File: src/pfc_pkg.sv
// Shared types, constants and helpers for the PFC buffer admission and accounting core.
package pfc_pkg;

  localparam int unsigned PortsDefault      = 32;
  localparam int unsigned DataQueuesDefault = 8;
  localparam logic [31:0] TotalBufferReset  = 32'(12 * 1024 * 1024);
  localparam int unsigned CfgIndexW         = 3;
  localparam int unsigned CfgDataW          = 32;

  typedef enum logic [2:0] {
    OP_CHECK   = 3'd0,
    OP_IN_ADD  = 3'd1,
    OP_IN_REM  = 3'd2,
    OP_EG_ADD  = 3'd3,
    OP_EG_REM  = 3'd4,
    OP_PAUSE   = 3'd5,
    OP_RESUME  = 3'd6,
    OP_QUERY   = 3'd7
  } opcode_e;

  typedef enum logic [CfgIndexW-1:0] {
    CFG_TOTAL_BUFFER = 3'd0,
    CFG_HEADROOM     = 3'd1,
    CFG_RESERVE      = 3'd2,
    CFG_RESUME_OFF   = 3'd3,
    CFG_ECN_KMIN     = 3'd4,
    CFG_ECN_KMAX     = 3'd5,
    CFG_ECN_PMAX     = 3'd6,
    CFG_ECN_ENABLE   = 3'd7
  } cfg_index_e;

  // One queue's accounting entry as held in the memory
  typedef struct packed {
    logic        paused;
    logic [31:0] egress;
    logic [31:0] headroom;
    logic [31:0] ingress;
  } entry_t;

  // Controller to datapath commands
  typedef struct packed {
    logic clr_we;
    logic capture;
    logic rd;
    logic calc;
    logic upd;
    logic mul;
    logic fin;
  } cmd_t;

  function automatic logic [31:0] sat_add32(input logic [31:0] a, input logic [32:0] b);
    logic [33:0] s;
    s = {2'b00, a} + {1'b0, b};
    return (s > 34'hFFFF_FFFF) ? 32'hFFFF_FFFF : s[31:0];
  endfunction

endpackage

File: src/pfc_ctrl.sv
// Controller FSM: clearing pass after reset and sequencing of one request.
module pfc_ctrl #(
  parameter int unsigned AW = 9,
  parameter int unsigned NQ = 288
) (
  input  logic           clk_i,
  input  logic           rst_ni,
  input  logic           start,
  output logic           busy,
  output pfc_pkg::cmd_t  cmd_o,
  output logic [AW-1:0]  clr_addr_o
);
  import pfc_pkg::*;

  typedef enum logic [2:0] {
    S_CLEAR, S_IDLE, S_READ, S_CALC, S_UPD, S_MUL, S_OUT
  } state_e;

  state_e        state_q, state_d;
  logic [AW-1:0] clr_q, clr_d;

  always_comb begin
    state_d = state_q;
    clr_d   = clr_q;
    cmd_o   = '0;
    unique case (state_q)
      S_CLEAR: begin
        cmd_o.clr_we = 1'b1;
        if (clr_q == AW'(NQ - 1)) begin
          state_d = S_IDLE;
        end else begin
          clr_d = clr_q + 1'b1;
        end
      end
      S_IDLE: begin
        cmd_o.capture = start;
        if (start) state_d = S_READ;
      end
      S_READ: begin
        cmd_o.rd = 1'b1;
        state_d  = S_CALC;
      end
      S_CALC: begin
        cmd_o.calc = 1'b1;
        state_d    = S_UPD;
      end
      S_UPD: begin
        cmd_o.upd = 1'b1;
        state_d   = S_MUL;
      end
      S_MUL: begin
        cmd_o.mul = 1'b1;
        state_d   = S_OUT;
      end
      S_OUT: begin
        cmd_o.fin = 1'b1;
        state_d   = S_IDLE;
      end
      default: state_d = S_IDLE;
    endcase
  end

  always_ff @(posedge clk_i or negedge rst_ni) begin
    if (!rst_ni) begin
      state_q <= S_CLEAR;
      clr_q   <= '0;
    end else begin
      state_q <= state_d;
      clr_q   <= clr_d;
    end
  end

  assign busy       = (state_q != S_IDLE);
  assign clr_addr_o = clr_q;

endmodule

File: config.mk
export PLATFORM = sky130hd
export DESIGN_NAME = pfc_ctrl
export DESIGN_NICKNAME = d
export VERILOG_FILES = /design/src/pfc_pkg.sv /design/src/pfc_ctrl.sv
export SDC_FILE = /design/constraint.sdc
export NUM_CORES = 1
export LEC_CHECK = 0
export BUFFER_PORTS_ARGS = -buffer_cell sky130_fd_sc_hd__clkbuf_2
export CORE_MARGIN = 2
export CORE_UTILIZATION = 45
export CTS_CLUSTER_SIZE = 10
export DETAILED_ROUTE_END_ITERATION = 7
export PLACE_DENSITY = 0.72
export SLEW_MARGIN = 20
export SYNTH_ARGS = -nofsm -noshare
export SYNTH_HDL_FRONTEND = slang
export SYNTH_SLANG_ARGS = --single-unit
File: constraint.sdc
create_clock -name clk_i -period 3.4 [get_ports clk_i]
set_input_delay 0.51 -clock clk_i [delete_from_list [all_inputs] [get_ports clk_i]]
set_output_delay 0.51 -clock clk_i [all_outputs]
set_load 0.05 [all_outputs]
==> qor.txt <==
Routed WL per cell = 12.2 µm
N_diodes = 0
Residual DRC count = 0
Initial antenna violation count = 0
GRT Total Usage = 0.154
Sw frac = 0.199
Syn nets = 58
Syn_area_per_cell = 11.1 µm²
Slew margin rel. = 0.636
Tcrit/Tclk final = 0.619
RD Place Congestion = 0.804
Post-CTS sizing = 0
Placed instance count = 88
Antenna-violating nets left = 0
Async S/R FF share, synth = 1.00
Clk sinks = 12
Layout cells sized above 1 = 0.355
Post-Route WL = 1110 µm
Tmin final = 2.10 ns
Final setup vio count = 0
CTS root buffer = clkbuf_4
EDFF count, synth = 0
F_max = 475 MHz
Primary FF master, synth = dfrtp_1
Vias in the first global route = 389
Hpwl dp = 830 µm
Power Density = 313 nW/µm²
Reg2reg setup slack = 1.76 ns
Fraction of power consumed by sequential logic = 0.619
Clock tree buffer depth = 2
Cell variety after synth = 26
P_sw = 45.9 µW
WS Path Type = reg -> out
Via count = 480
Largest net degree at the start of global routing = 13
Fin. Hold Viols = 0
Leakage = 0.374 nW
Highest cell delay on the worst timing path = 0.51 ns
Worst slew pin tran = 0.543 ns
Type of the worst min-delay path = in -> async
Critical Path Start Type = flop
Clock Latency Late Sink = 0.27 ns
I/O Pins = 20
Horiz. Die Dim = 40.5 µm
Vias/cell = 5.27
Die area = 1640 µm²
Finished Layout Cells = 91
Cts bufs inserted = 3
Worst r2r path cells = 3
Worst EP arrival = 1.59 ns
Syn Inst Count = 54
Sequential share of the synthesized area = 0.500
Skew final = 0.00406 ns
H-tree depth = 1
Reg2Reg Launch Point = clr_addr_o[6]$_DFFE_PN0P_
Comb pwr share = 0.016
Grt total ovfl = 0
Port buffer count = 19
Synth area leader = dfrtp_1
PnR worst setup slack = 1.30 ns
Mapped Area = 601 µm²
First-pass GRT wire length = 1620 µm
Unrepaired setup endpoints after global routing = false
TritonCTS clock tree = done
Max_cap viols = 0
Ys Warns = 0
Postcts setup bufs = 0
Post-Route Setup TNS = 0 ns
Core area = 1270 µm²
Worst path slowest cell = nor3_2
Place WS = 1.61 ns
Nets = 82
Cts-stage hold buffer count = 0
Initial Util = 0.473
Fin. max-slew vios = 0
Reg-to-Reg End = clr_addr_o[1]$_DFFE_PN0P_
CP Max Fanout = 10
Outcome = complete, no violations
Pint = 184 µW
Clock-pin slew of the registers on the worst-case setup and hold paths = 0.07 ns
Area growth syn-to-layout = 22.7%
Worst vdd ir = 185 µV
Clock power share = 0.365
Cell row count = 13
Die H = 40.5 µm
Top cell type's share of synthesized area = 0.500
Pre-antenna DRT Iters = 4
CP Cell Sequence = nor3_2 -> clkbuf_2
Critical Path RT = 2.89 ns
Top cells by area, synth = dfrtp_1 50%, xnor2_1 7.3%, and2_1 3.1%
1st-iter DRT viols = 8
Critical path capture point type = output port
#FFs+latches synth = 12
## worst max-delay path, delay by kind of cell (launching register included)
family	cells	cell delay (ns)
flops	1	0.44
simple gates	1	0.51
buf+inv	1	0.38
## cells in the final DEF, fill, tap and decap left out, types with 2 or more instances in the layout
master,count
inv_1,2
clkbuf_4,3
nand2_1,3
dfrtp_1,12
nand4_1,2
and2_1,3
nand3_1,3
clkbuf_2,19
xnor2_1,5
and3_1,3
o21ai_0,3
nor3b_1,2
## kinds of logic (layout without fill, tap and decap cells)
family,Yosys count,count (layout),share of synthesized area
and+or+nand+nor,23,23,0.252
DFF,12,12,0.500
AOI/OAI and AO/OA,8,8,0.0833
xor gates and xnor gates,6,6,0.0875
muxes,2,2,0.0437
buffers and inverters,2,24,0.0125
adders and majority gates,1,1,0.0208
## registers in the layout, indices dropped and copies added (netlist names)
name and count:
clr_addr_o 9, state_q 3
## per-stage QoR
stage / hold WS [ns] / utilization / power [mW] / instance area, µm²
finish: 0.112 / 0.581 / 0.230 / 737
detailed placement: 0.411 / 0.563 / 0.149 / 714
CTS: 0.122 / 0.581 / 0.234 / 737
global placement: 0.406 / 0.563 / 0.149 / 714
global route: 0.129 / 0.581 / 0.241 / 737
floorplan: 0.214 / - / 0.145 / 601
## cell type report
cell class	instances	area, µm²
Fill cell	125	532
Tap cell	15	18.8
Inverter	2	7.51
Multi-Input combinational cell	40	293
Timing Repair Buffer	19	95.1
Sequential cell	12	300
Clock buffer	3	22.5
## synth_stat cells (2+ instances only)
cell type	instances
dfrtp_1	12
xnor2_1	5
and2_1	3
and3_1	3
nand2_1	3
nand3_1	3
o21ai_0	3
inv_1	2
nand4_1	2
nor3b_1	2
## metal layers
layer	global-route usage	part of all wire
met5	0	0
met4	0.0750	0.011
met3	0.0500	0.043
met2	0.214	0.46
met1	0.211	0.49
## worst max path at each step
stage	start	endpoint	slack (ns)
final	state_q[1]$_DFFE_PN0P_	cmd_o[6]	1.30
after global placement	state_q[1]$_DFFE_PN0P_	cmd_o[6]	1.63
after detailed placement	state_q[1]$_DFFE_PN0P_	cmd_o[6]	1.61
after global routing	state_q[1]$_DFFE_PN0P_	cmd_o[6]	1.19
after CTS	state_q[1]$_DFFE_PN0P_	cmd_o[6]	1.31
after floorplan	state_q[2]$_DFFE_PN0P_	cmd_o[0]	1.25
## power groups by stage
stage | clock [mW] | combinational [mW] | sequential, mW
2_1_floorplan | 0 | 0.00000505 | 0.145
3_3_place_gp | 0 | 0.00379 | 0.145
3_5_place_dp | 0 | 0.00396 | 0.145
4_1_cts | 0.0870 | 0.00399 | 0.143
5_1_grt | 0.0941 | 0.00447 | 0.143
6_report | 0.0840 | 0.00370 | 0.143
Note: power is estimated with default switching activity, not from simulation.
